### config.mk
export PLATFORM = sky130hd
export DESIGN_NAME = shell_sort_engine_core
export DESIGN_NICKNAME = d
export VERILOG_FILES = /design/src/sse_pkg.sv /design/src/sse_ram.sv /design/src/sse_front.sv /design/src/sse_back.sv /design/src/shell_sort_engine_core.sv
export SDC_FILE = /design/constraint.sdc
export NUM_CORES = 2
export LEC_CHECK = 0
export BUFFER_PORTS_ARGS = -buffer_cell sky130_fd_sc_hd__buf_4
export CELL_PAD_IN_SITES_DETAIL_PLACEMENT = 1
export CELL_PAD_IN_SITES_GLOBAL_PLACEMENT = 2
export CORE_UTILIZATION = 55
export DETAILED_ROUTE_END_ITERATION = 7
export GPL_TIMING_DRIVEN = 0
export MAX_ROUTING_LAYER = met4
export PLACE_DENSITY_LB_ADDON = 0.25
export RECOVER_POWER = 100
export REMOVE_ABC_BUFFERS = 1
export SYNTH_ARGS = -nofsm -noshare
export SYNTH_HDL_FRONTEND = slang
export SYNTH_HIERARCHICAL = 1
export SYNTH_SLANG_ARGS = --single-unit
### constraint.sdc
create_clock -name clk -period 7.5 [get_ports clk]
set_input_delay 0.375 -clock clk [delete_from_list [all_inputs] [get_ports clk]]
set_output_delay 0.375 -clock clk [all_outputs]
set_load 0.02 [all_outputs]
### src/sse_pkg.sv
package sse_pkg;

    localparam int DEPTH   = 64;
    localparam int AW      = $clog2(DEPTH);
    localparam int CW      = $clog2(DEPTH + 1);
    localparam int DW      = 32;
    localparam int QDEPTH  = 2;
    localparam int QW      = $clog2(QDEPTH);

    // classified request handed from the front to the back
    typedef struct packed {
        logic [DW-1:0] value;
        logic          last;
    } req_t;

endpackage

### src/sse_ram.sv
module sse_ram #(
    parameter int WIDTH = 32,
    parameter int DEPTH = 64
) (
    input  logic                     clk,
    input  logic                     we,
    input  logic [$clog2(DEPTH)-1:0] waddr,
    input  logic [WIDTH-1:0]         wdata,
    input  logic [$clog2(DEPTH)-1:0] raddr,
    output logic [WIDTH-1:0]         rdata
);

    logic [WIDTH-1:0] mem [DEPTH];

    always_ff @(posedge clk)
    begin
        if (we)
        begin
            mem[waddr] <= wdata;
        end
        rdata <= mem[raddr];
    end

endmodule

### src/sse_front.sv
module sse_front (
    input  logic          clk,
    input  logic          rst_n,
    input  logic          in_valid,
    output logic          in_ready,
    input  sse_pkg::req_t in_req,
    output logic          q_valid,
    input  logic          q_ready,
    output sse_pkg::req_t q_req
);
    import sse_pkg::*;

    req_t          buf_reg [QDEPTH];
    logic [QW-1:0] wp_reg, rp_reg;
    logic [QW:0]   cnt_reg;
    logic          push, pop;

    assign in_ready = (cnt_reg != (QW+1)'(QDEPTH));
    assign q_valid  = (cnt_reg != '0);
    assign q_req    = buf_reg[rp_reg];
    assign push     = in_valid && in_ready;
    assign pop      = q_valid && q_ready;

    always_ff @(posedge clk)
    begin
        if (push)
        begin
            buf_reg[wp_reg] <= in_req;
        end
    end

    always_ff @(posedge clk or negedge rst_n)
    begin
        if (!rst_n)
        begin
            wp_reg  <= '0;
            rp_reg  <= '0;
            cnt_reg <= '0;
        end
        else
        begin
            if (push)
            begin
                wp_reg <= wp_reg + QW'(1);
            end
            if (pop)
            begin
                rp_reg <= rp_reg + QW'(1);
            end
            cnt_reg <= cnt_reg + (QW+1)'(push) - (QW+1)'(pop);
        end
    end

endmodule

### src/sse_back.sv
module sse_back (
    input  logic                 clk,
    input  logic                 rst_n,
    input  logic                 q_valid,
    output logic                 q_ready,
    input  sse_pkg::req_t        q_req,
    output logic                 out_valid,
    input  logic                 out_ready,
    output logic [sse_pkg::DW-1:0] out_value,
    output logic                 out_last,
    output logic                 out_ovf
);
    import sse_pkg::*;

    localparam logic [3:0] S_LOAD  = 4'd0;
    localparam logic [3:0] S_GAP   = 4'd1;
    localparam logic [3:0] S_RDI   = 4'd2;
    localparam logic [3:0] S_WTI   = 4'd3;
    localparam logic [3:0] S_RDK   = 4'd4;
    localparam logic [3:0] S_WTK   = 4'd5;
    localparam logic [3:0] S_CMP   = 4'd6;
    localparam logic [3:0] S_ERD   = 4'd7;
    localparam logic [3:0] S_EWT   = 4'd8;
    localparam logic [3:0] S_EOUT  = 4'd9;

    logic [3:0]    st_reg, st_next;
    logic [CW-1:0] n_reg, n_next, gap_reg, gap_next, i_reg, i_next, k_reg, k_next;
    logic [DW-1:0] hold_reg, hold_next;
    logic          drop_reg, drop_next;
    logic          ov_reg, ov_next;
    logic [DW-1:0] ov_val_reg, ov_val_next;
    logic          ov_last_reg, ov_last_next, ov_ovf_reg, ov_ovf_next;

    logic          we;
    logic [AW-1:0] waddr, raddr;
    logic [DW-1:0] wdata, rdata;
    logic [CW-1:0] kg;

    sse_ram #(.WIDTH(DW), .DEPTH(DEPTH)) u_ram (
        .clk(clk), .we(we), .waddr(waddr), .wdata(wdata),
        .raddr(raddr), .rdata(rdata)
    );

    assign out_valid = ov_reg;
    assign out_value = ov_val_reg;
    assign out_last  = ov_last_reg;
    assign out_ovf   = ov_ovf_reg;
    assign q_ready   = (st_reg == S_LOAD);
    assign kg        = k_reg - gap_reg;

    always_comb
    begin
        st_next      = st_reg;
        n_next       = n_reg;
        gap_next     = gap_reg;
        i_next       = i_reg;
        k_next       = k_reg;
        hold_next    = hold_reg;
        drop_next    = drop_reg;
        ov_next      = ov_reg;
        ov_val_next  = ov_val_reg;
        ov_last_next = ov_last_reg;
        ov_ovf_next  = ov_ovf_reg;
        we           = 1'b0;
        waddr        = n_reg[AW-1:0];
        wdata        = q_req.value;
        raddr        = i_reg[AW-1:0];
        if (ov_reg && out_ready)
        begin
            ov_next = 1'b0;
        end
        unique case (st_reg)
            S_LOAD:
            begin
                if (q_valid)
                begin
                    if (n_reg < CW'(DEPTH))
                    begin
                        we     = 1'b1;
                        n_next = n_reg + CW'(1);
                    end
                    else
                    begin
                        drop_next = 1'b1;
                    end
                    if (q_req.last)
                    begin
                        st_next = S_GAP;
                        gap_next = ((n_reg < CW'(DEPTH)) ? n_reg + CW'(1) : n_reg) >> 1;
                    end
                end
            end
            S_GAP:
            begin
                if (gap_reg == '0)
                begin
                    i_next  = '0;
                    st_next = S_ERD;
                end
                else
                begin
                    i_next  = gap_reg;
                    st_next = S_RDI;
                end
            end
            S_RDI:
            begin
                // next i of this gap, or halve the gap
                if (i_reg >= n_reg)
                begin
                    gap_next = gap_reg >> 1;
                    st_next  = S_GAP;
                end
                else
                begin
                    raddr   = i_reg[AW-1:0];
                    st_next = S_WTI;
                end
            end
            S_WTI:
            begin
                hold_next = rdata;
                k_next    = i_reg;
                st_next   = S_RDK;
            end
            S_RDK:
            begin
                raddr   = kg[AW-1:0];
                st_next = S_WTK;
            end
            S_WTK:
            begin
                st_next = S_CMP;
                raddr   = kg[AW-1:0];
            end
            S_CMP:
            begin
                waddr = k_reg[AW-1:0];
                we    = 1'b1;
                if ($signed(rdata) > $signed(hold_reg))
                begin
                    wdata  = rdata;
                    k_next = kg;
                    if (kg >= gap_reg)
                    begin
                        st_next = S_RDK;
                    end
                    else
                    begin
                        st_next = S_CMP;
                        // fall through to store hold at k-gap next cycle
                        k_next  = kg;
                        st_next = S_EWT;
                    end
                end
                else
                begin
                    wdata   = hold_reg;
                    i_next  = i_reg + CW'(1);
                    st_next = S_RDI;
                end
            end
            S_EWT:
            begin
                if (gap_reg != '0)
                begin
                    // store hold at position k, then continue with next i
                    we      = 1'b1;
                    waddr   = k_reg[AW-1:0];
                    wdata   = hold_reg;
                    i_next  = i_reg + CW'(1);
                    st_next = S_RDI;
                end
                else
                begin
                    raddr   = i_reg[AW-1:0];
                    st_next = S_EOUT;
                end
            end
            S_ERD:
            begin
                raddr   = i_reg[AW-1:0];
                st_next = S_EWT;
            end
            S_EOUT:
            begin
                if (!ov_reg || out_ready)
                begin
                    ov_next      = 1'b1;
                    ov_val_next  = rdata;
                    ov_last_next = (i_reg + CW'(1) == n_reg);
                    ov_ovf_next  = drop_reg;
                    if (i_reg + CW'(1) == n_reg)
                    begin
                        n_next    = '0;
                        drop_next = 1'b0;
                        st_next   = S_LOAD;
                    end
                    else
                    begin
                        i_next  = i_reg + CW'(1);
                        st_next = S_ERD;
                    end
                end
            end
            default:
            begin
                st_next = S_LOAD;
            end
        endcase
    end

    always_ff @(posedge clk)
    begin
        hold_reg    <= hold_next;
        ov_val_reg  <= ov_val_next;
        ov_last_reg <= ov_last_next;
        ov_ovf_reg  <= ov_ovf_next;
        gap_reg     <= gap_next;
        i_reg       <= i_next;
        k_reg       <= k_next;
    end

    always_ff @(posedge clk or negedge rst_n)
    begin
        if (!rst_n)
        begin
            st_reg   <= S_LOAD;
            n_reg    <= '0;
            drop_reg <= 1'b0;
            ov_reg   <= 1'b0;
        end
        else
        begin
            st_reg   <= st_next;
            n_reg    <= n_next;
            drop_reg <= drop_next;
            ov_reg   <= ov_next;
        end
    end

endmodule

### src/shell_sort_engine_core.sv
// Shell sort engine.
// s_axis: one signed 32-bit value per request, tlast marks the end of a set.
// m_axis: the set in ascending order, tlast on the final result, tuser is
// the overflow flag (set on every result of a set that lost values).
// Up to DEPTH (64) values are kept in a single-port-write, registered-read
// RAM; extra values are dropped. A two-entry request queue sits between the
// input side and the sort/emit sequencer.
// Values are loaded at one per cycle. On tlast the sequencer runs a Shell
// sort with halving gaps, one compare-move at a time on the RAM port, and
// then emits the results one by one, each read back from the RAM.
// The next set is taken as soon as the last result sits in the output
// register. When the receiver stalls, the output register holds its result
// and the sequencer waits. Reset empties the queue and the stored set.
module shell_sort_engine_core (
    input  logic        clk,
    input  logic        rst_n,
    input  logic        s_axis_tvalid,
    output logic        s_axis_tready,
    input  logic [31:0] s_axis_tdata,   // [31:0] value
    input  logic        s_axis_tlast,
    output logic        m_axis_tvalid,
    input  logic        m_axis_tready,
    output logic [31:0] m_axis_tdata,   // [31:0] sorted_value
    output logic        m_axis_tlast,
    output logic        m_axis_tuser    // [0] overflow
);
    import sse_pkg::*;

    req_t in_req, q_req;
    logic q_valid, q_ready;

    assign in_req.value = s_axis_tdata;
    assign in_req.last  = s_axis_tlast;

    sse_front u_front (
        .clk(clk), .rst_n(rst_n),
        .in_valid(s_axis_tvalid), .in_ready(s_axis_tready), .in_req(in_req),
        .q_valid(q_valid), .q_ready(q_ready), .q_req(q_req)
    );

    sse_back u_back (
        .clk(clk), .rst_n(rst_n),
        .q_valid(q_valid), .q_ready(q_ready), .q_req(q_req),
        .out_valid(m_axis_tvalid), .out_ready(m_axis_tready),
        .out_value(m_axis_tdata), .out_last(m_axis_tlast), .out_ovf(m_axis_tuser)
    );

endmodule
# Word level (Yosys, flattened, before mapping)
# Memories as Yosys holds them, arrays and structs flattened. A register that Yosys moved wholly into a read port is not among the register bits.
# Index checks and enable logic that the tools add are counted.
dict set report op_classes {
  reduce_logical 22
  eq_ne 22
  n_lt_le_gt_ge 4
  n_addsub 7
  muxes 49
}
# operator count
set ops {}
lappend ops {{2-to-1 mux 7 bit} 13}
lappend ops {{2-to-1 mux 32 bit} 2}
lappend ops {{one-hot mux 32 bit (2 select lines)} 1}
lappend ops {{one-hot mux 7 bit (2 select lines)} 3}
lappend ops {{one-hot mux 4 bit (10 select lines)} 1}
lappend ops {{> comparator 32 bit} 1}
lappend ops {{one-hot mux 7 bit (4 select lines)} 1}
lappend ops {{2-to-1 mux 4 bit} 6}
lappend ops {{== test 4 x 3 -> 1 bit (second input constant)} 4}
lappend ops {{AND reduction 5 bit} 3}
lappend ops {{adder 7 x 1 -> 7 bit (second input constant)} 2}
lappend ops {{greater-or-equal comparator 7 bit} 2}
lappend ops {{2-to-1 mux 1 bit} 14}
lappend ops {{!= test 2 x 1 -> 1 bit (second input constant)} 7}
lappend ops {{2-to-1 mux 6 bit} 2}
lappend ops {{one-hot mux 6 bit (2 select lines)} 1}
lappend ops {{!= test 2 bit (second input constant)} 5}
lappend ops {{== test 4 x 2 -> 1 bit (second input constant)} 2}
lappend ops {{== test 4 bit (second input constant)} 2}
lappend ops {{AND reduction 4 bit} 2}
lappend ops {{nonzero test 2 bit} 4}
lappend ops {{== test 7 bit} 1}
lappend ops {{zero test 7 bit} 1}
lappend ops {{less-than comparator 7 bit (second input constant)} 1}
lappend ops {{other kinds (18)} 23}
dict set report totals {
  inputBits 37
  ramBits 2114
  elab_cells 121
  n_memories 2
  output_inout_bits 36
  ff_bits 104
}
# memory depth width rd rd_clocked_by_memory_dff write_ports line_no
set memory_table {}
lappend memory_table {u_back.u_ram.mem 64 32 1 1 1 sse_ram.sv:13} ;# logic [WIDTH-1:0] mem [DEPTH];
lappend memory_table {u_front.buf_reg 2 33 1 0 1 sse_front.sv:13} ;# req_t buf_reg [QDEPTH];

# Logic depth before layout (Yosys ltp)
dict set report depth {
  ltp_word 6
  ltp_mapped 16
  ltp_nobuf 14
}

# Modules after synthesis
# The synthesis kept the hierarchy.
# module area_each_um2 cells_per_inst instances seq_area_each_um2
set by_module_without_submodules {}
lappend by_module_without_submodules {sse_ram 78515.3 3324 1 62139.6}
lappend by_module_without_submodules {sse_back 6104.6 573 1 2907.8}
lappend by_module_without_submodules {sse_front 2611.3 125 1 2082.0}

# Least setup slack after synthesis
# Ideal clock, no wire load.
dict set report synth_timing {
  kind {reg2reg}
  startpoint {reg u_back.st_reg[2]}
  endpoint {mem u_back.u_ram.mem[49][0], enable pin}
  required_time_ps 7039
  stages_incl_launch_ff 8
  arrival_ps 4540
  period_less_slack_ps 5001
  setup_ps 461
  n_path_buf 1
  slack_ps 2499
  cell_sequence {dfrtp_1 > clkbuf_1 > nor4_1 > nand2_1 > o21ai_0 > nor2b_1 > nand4_1 > nor3_1}
}
dict set report synth_via {
  elab_chain_cells 4
  word_cells_on_any_way 7
  classes_between {2 x eq/ne; 4 x mux; 1 x reduce/logical}
}
# element line_no
set synth_lines {}
lappend synth_lines {{from (decl)} sse_back.sv:26} ;# logic [3:0] st_reg, st_next;
lappend synth_lines {{from (signal assigned)} sse_back.sv:235} ;# st_reg <= st_next;
lappend synth_lines {{zero test 4 bit} n/a}
lappend synth_lines {{net q_ready} shell_sort_engine_core.sv:30} ;# logic q_valid, q_ready;
lappend synth_lines {{one-hot mux 1 bit (3 select lines)} sse_back.sv:72} ;# unique case (st_reg)
lappend synth_lines {{net u_back.we} sse_back.sv:34} ;# logic we;
lappend synth_lines {{2-to-1 mux 1 bit} sse_ram.sv:17} ;# if (we)
lappend synth_lines {{2-to-1 mux 1 bit (implied by the code)} sse_ram.sv:19} ;# mem[waddr] <= wdata;
lappend synth_lines {{to (decl)} sse_ram.sv:13}
# The timed path passes the listed nets, and every way through them passes these cells.

# Worst setup path after layout
dict set report layout_timing {
  startpoint {reg u_back.gap_reg[0]}
  endpoint {mem u_back.u_ram.mem[16][18], enable pin}
}
dict set report layout_via {
  word_cells_on_any_way 7
  classes_between {6 x mux; 1 x reduce/logical}
}
# element line_no
set layout_lines {}
lappend layout_lines {{from (decl)} sse_back.sv:27} ;# logic [CW-1:0] n_reg, n_next, gap_reg, gap_next, i_reg, i_next, k_reg, k_next;
lappend layout_lines {{from (signal assigned)} sse_back.sv:219} ;# gap_reg <= gap_next;
lappend layout_lines {{nonzero test 7 bit} sse_back.sv:165} ;# if (gap_reg != '0)
lappend layout_lines {{2-to-1 mux 6 bit} sse_back.sv:165}
lappend layout_lines {{one-hot mux 6 bit (2 select lines)} sse_back.sv:72}
lappend layout_lines {{net u_back.waddr[0]} sse_back.sv:35} ;# logic [AW-1:0] waddr, raddr;
# The timed path passes the listed nets, and every way through them passes these cells.

==> metrics.txt <==
# TYPE chip_impl_metric gauge
chip_impl_metric{name="fillers",unit=""} 12704
chip_impl_metric{name="hold-worst-slack",unit="ns"} 0.266
chip_impl_metric{name="power_density",unit="mW/mm²"} 266
chip_impl_metric{name="synth.distinct_cells",unit=""} 73
chip_impl_metric{name="post_cts_resized",unit=""} 0
chip_impl_metric{name="cell_internal_pwr",unit="mW"} 20.6
chip_impl_metric{name="cts.htree.levels",unit=""} 4
chip_impl_metric{name="fin_worst_skew",unit="ns"} 0.0269
chip_impl_metric{name="fp-row-count",unit=""} 145
chip_impl_info{name="rr_startpoint",value="u_back/gap_reg[0]"} 1
chip_impl_metric{name="synth_enable_flop_cells",unit=""} 2200
chip_impl_metric{name="route.vias.total",unit=""} 44233
chip_impl_metric{name="register_area",unit="mm²"} 0.0671
chip_impl_metric{name="peak_supply_drop",unit="V"} 0.000291
chip_impl_metric{name="power.switching",unit="mW"} 5.64
chip_impl_metric{name="core_area",unit="mm²"} 0.157
chip_impl_info{name="tritoncts",value="done"} 1
chip_impl_metric{name="routedWlPerCell",unit="µm"} 36.9
chip_impl_metric{name="grtUsageTotal",unit="%"} 31.5
chip_impl_metric{name="timing.critical_path.arrival",unit="ns"} 7.60
chip_impl_metric{name="p_comb_share",unit="%"} 3.7
chip_impl_info{name="hold_path_class",value="in -> reg"} 1
chip_impl_metric{name="static-leakage-power",unit="nW"} 30.3
chip_impl_metric{name="grt-ovfl-total",unit=""} 0
chip_impl_metric{name="cts_inserted_buffers",unit=""} 219
chip_impl_metric{name="first_pass_iters",unit=""} 5
chip_impl_info{name="synthMostInstantiatedCell",value="edfxtp_1"} 1
chip_impl_metric{name="synth-seq-cells",unit=""} 2249
chip_impl_metric{name="floorplan.die.height",unit="µm"} 400
chip_impl_metric{name="fmax",unit="MHz"} 140
chip_impl_metric{name="max_slew_margin",unit="%"} -110
chip_impl_info{name="postSynth.topFlopCell",value="edfxtp_1"} 1
chip_impl_info{name="synth.area.top_cells",value="edfxtp_1 76%, mux4_2 14%, mux2i_1 1.1%"} 1
chip_impl_metric{name="clockBufferDepth",unit=""} 3
chip_impl_metric{name="pin_count",unit=""} 73
chip_impl_metric{name="critical_path.max_fanout",unit=""} 18
chip_impl_metric{name="clock_network_latency_to_the_later_pin_of_the_worst_skew_pair",unit="ns"} 0.86
chip_impl_metric{name="detail_route.drc_violations",unit=""} 0
chip_impl_metric{name="ff2ff_path_depth",unit=""} 10
chip_impl_metric{name="postCtsSetupRepairBufs",unit=""} 0
chip_impl_metric{name="largest_register_ff_count",unit=""} 2048
chip_impl_metric{name="yosys_top_cell_area_share",unit="%"} 75.7
chip_impl_metric{name="detail_route.wirelength",unit="mm"} 243
chip_impl_metric{name="multi_input_comb_area",unit="mm²"} 0.0189
chip_impl_metric{name="detailed_placement_hpwl",unit="mm"} 152
chip_impl_info{name="r2r-end",value="u_back/u_ram/mem[16][18]"} 1
chip_impl_info{name="outcome",value="complete, but fails checks"} 1
chip_impl_metric{name="slew_violations",unit=""} 3089
chip_impl_metric{name="clock_pin_slew_reported_for_the_worst_setup_and_hold_paths_after_clock_tree_synthesis",unit="ns"} 0.06
chip_impl_metric{name="drt-vias-per-instance",unit=""} 6.74
chip_impl_metric{name="grt_max_degree",unit=""} 65
chip_impl_metric{name="synth-async-reset-ratio",unit="%"} 0.756
chip_impl_info{name="min_delay_worst_endpoint",value="u_front/buf_reg[0][8]"} 1
chip_impl_metric{name="p_clk_share",unit="%"} 41.2
chip_impl_metric{name="drt.antenna.violating_nets",unit=""} 0
chip_impl_info{name="timing.hold.worst.start",value="s_axis_tdata[7]"} 1
chip_impl_info{name="clk_root_buffer_cell",value="clkbuf_16"} 1
chip_impl_metric{name="max_cap_violations",unit=""} 135
chip_impl_metric{name="port-buffer-count",unit=""} 72
chip_impl_metric{name="synth-warning-count",unit=""} 6
chip_impl_metric{name="final_layout_size_suffix_gt1_share",unit="%"} 23.0
chip_impl_metric{name="synth_area",unit="mm²"} 0.0872
chip_impl_metric{name="cts_num_sinks",unit=""} 2249
chip_impl_metric{name="worst-endpoint-required",unit="ns"} 7.93
chip_impl_info{name="grt_setup_unrepaired",value="no"} 1
chip_impl_info{name="critPathCaptureType",value="flop"} 1
chip_impl_metric{name="global_route_wire_length_before_repair",unit="mm"} 343
chip_impl_metric{name="area_growth",unit="%"} 13.0
chip_impl_metric{name="initialDrtViolationCount",unit=""} 5956
chip_impl_metric{name="total_power",unit="mW"} 26.2
chip_impl_metric{name="final-setup-viol-count",unit=""} 0
chip_impl_metric{name="power.share.sequential",unit="%"} 55.1
chip_impl_metric{name="hold-path-cell-count",unit=""} 2
chip_impl_metric{name="swShare",unit="%"} 21.5
chip_impl_metric{name="nets_final",unit=""} 4405
chip_impl_info{name="post_synth_most_frequent_cells",value="2200 x edfxtp_1, 544 x mux4_2, 168 x nor2_1"} 1
chip_impl_metric{name="dieWidth",unit="µm"} 400
chip_impl_metric{name="number_of_global_route_vias_before_repair",unit=""} 46194
chip_impl_metric{name="seq_area_frac_synth",unit="%"} 77.0
chip_impl_metric{name="gp_congestion",unit=""} 0.842
chip_impl_metric{name="period_needed",unit="ns"} 7.17
chip_impl_info{name="setup.worst_path.class",value="reg -> reg"} 1
chip_impl_metric{name="netlist_instances",unit=""} 4022
chip_impl_metric{name="antenna_found_initial",unit=""} 11
chip_impl_info{name="start_kind",value="flop"} 1
chip_impl_metric{name="floorplan.die_area",unit="mm²"} 0.160
chip_impl_metric{name="hold_viol",unit=""} 0
chip_impl_metric{name="initial_core_util",unit="%"} 55.6
chip_impl_metric{name="final.period_utilization",unit="%"} 95.5
chip_impl_metric{name="post_synth.cell_area_avg",unit="µm²"} 21.7
chip_impl_info{name="failed_checks",value="max-capacitance violations, max-slew violations"} 1
chip_impl_metric{name="reg2reg_setup_slack",unit="ns"} 0.33
chip_impl_info{name="area_leader_netlist",value="edfxtp_1"} 1
chip_impl_metric{name="final.setup.tns",unit="ns"} 0
chip_impl_metric{name="worst-slew-pin-transition",unit="ns"} 3.15
[final cells by class]
type	count	share of cell area (%)
Multi-Input combinational cell	1503	19.1
Clock inverter	124	1.13
Clock buffer	282	5.92
Tap cell	2058	2.61
Antenna cell	9	0.0228
Sequential cell	2249	68.1
Timing Repair Buffer	284	2.90
Inverter	56	0.213
[cell usage in the layout (no fill, tap or decap), types with 17 or more instances in the layout]
cell type      netlist  final
edfxtp_1          2200   2200
mux4_2             544    544
clkbuf_16            0    221
clkbuf_1            92    177
nor2_1             168    168
a21oi_1            101    101
mux2i_1             95     95
o22ai_1             86     86
nand2_1             81     79
inv_1               55     56
ha_1                54     54
clkinv_2             0     46
and3_1              43     43
clkinv_1             0     41
buf_12               0     39
mux2_2              39     38
dlygate4sd3_1        0     37
dfxtp_1             32     32
a221o_1             29     31
buf_16               0     29
o221ai_1            28     28
nand3_1             24     24
o21ai_0             28     22
clkbuf_4             0     21
nor2b_1             20     19
clkbuf_2             0     18
xnor2_1             17     17
nor3_1              17     17
[layer usage]
metal | track usage (%) | share of wire [%] | vias up
met5 | - | 0 | -
met4 | 12.2 | 4.9 | 0
met3 | 5.38 | 9.4 | 485
met2 | 48.8 | 48 | 2526
met1 | 42.4 | 38 | 23729
li1 | - | - | 17493
[critical path, cell delays in order (launching register included)]
cell and delay [ns]:
edfxtp_1 0.52, nor4_1 0.37, nand3_1 0.33, and3_1 0.28, nor2_1 0.79, o21ai_0 0.21, clkbuf_1 0.37, nor2b_1 0.37
nand2_1 0.42, nor2_1 1.58, clkbuf_1 1.45
[how the worst max path moves through the flow]
stage / cells past startpoint / to / startpoint / slack (ns)
floorplan: 8 / u_back/u_ram/rdata[29] / u_back/st_reg[1] / -66.65
global placement: 8 / u_back/u_ram/rdata[29] / u_back/st_reg[1] / -110.26
detailed placement: 17 / u_back/u_ram/rdata[23] / u_back/st_reg[1] / 0.60
CTS: 17 / u_back/u_ram/rdata[23] / u_back/st_reg[1] / 0.50
global route: 10 / u_back/u_ram/mem[57][19] / u_back/gap_reg[0] / 0.13
finish: 10 / u_back/u_ram/mem[16][18] / u_back/gap_reg[0] / 0.33
[through the flow]
stage                     std cells  util (%)  setup WS [ns]  instance area, µm²
after floorplan                3808         -         -66.65               86200
after global placement         5938      57.0        -110.26               89300
after detailed placement       6113      59.6          0.602               93500
after CTS                      6556      64.3          0.501              101000
after global routing           6560      62.9          0.128               98600
final                          6565      62.9          0.335               98600
[timing repair]
action / in CTS / in global routing
hold buffers: 37 / 0
endpoints found under the setup margin: 0 / 0
endpoints found under the hold margin: 88 / 0
[power groups by stage]
stage / clock network [mW] / logic, mW / registers, mW
6_report: 10.8 / 0.979 / 14.4
5_1_grt: 11.3 / 1.02 / 14.5
4_1_cts: 10.9 / 1.09 / 14.4
3_5_place_dp: 0 / 1.07 / 14.7
3_3_place_gp: 0 / 0.855 / 14.7
2_1_floorplan: 0 / 0.424 / 14.7
[cells by family after synthesis]
logic type / after synthesis / synth area share, %
buffers and inverters: 270 / 1.47
AOI/OAI and AO/OA: 334 / 2.59
xor gates and xnor gates: 23 / 0.247
adders and majority gates: 55 / 0.798
muxes: 679 / 15.7
and+or+nand+nor: 412 / 2.29
DFF: 2249 / 77.0
Note: power is estimated with default switching activity, not from simulation.
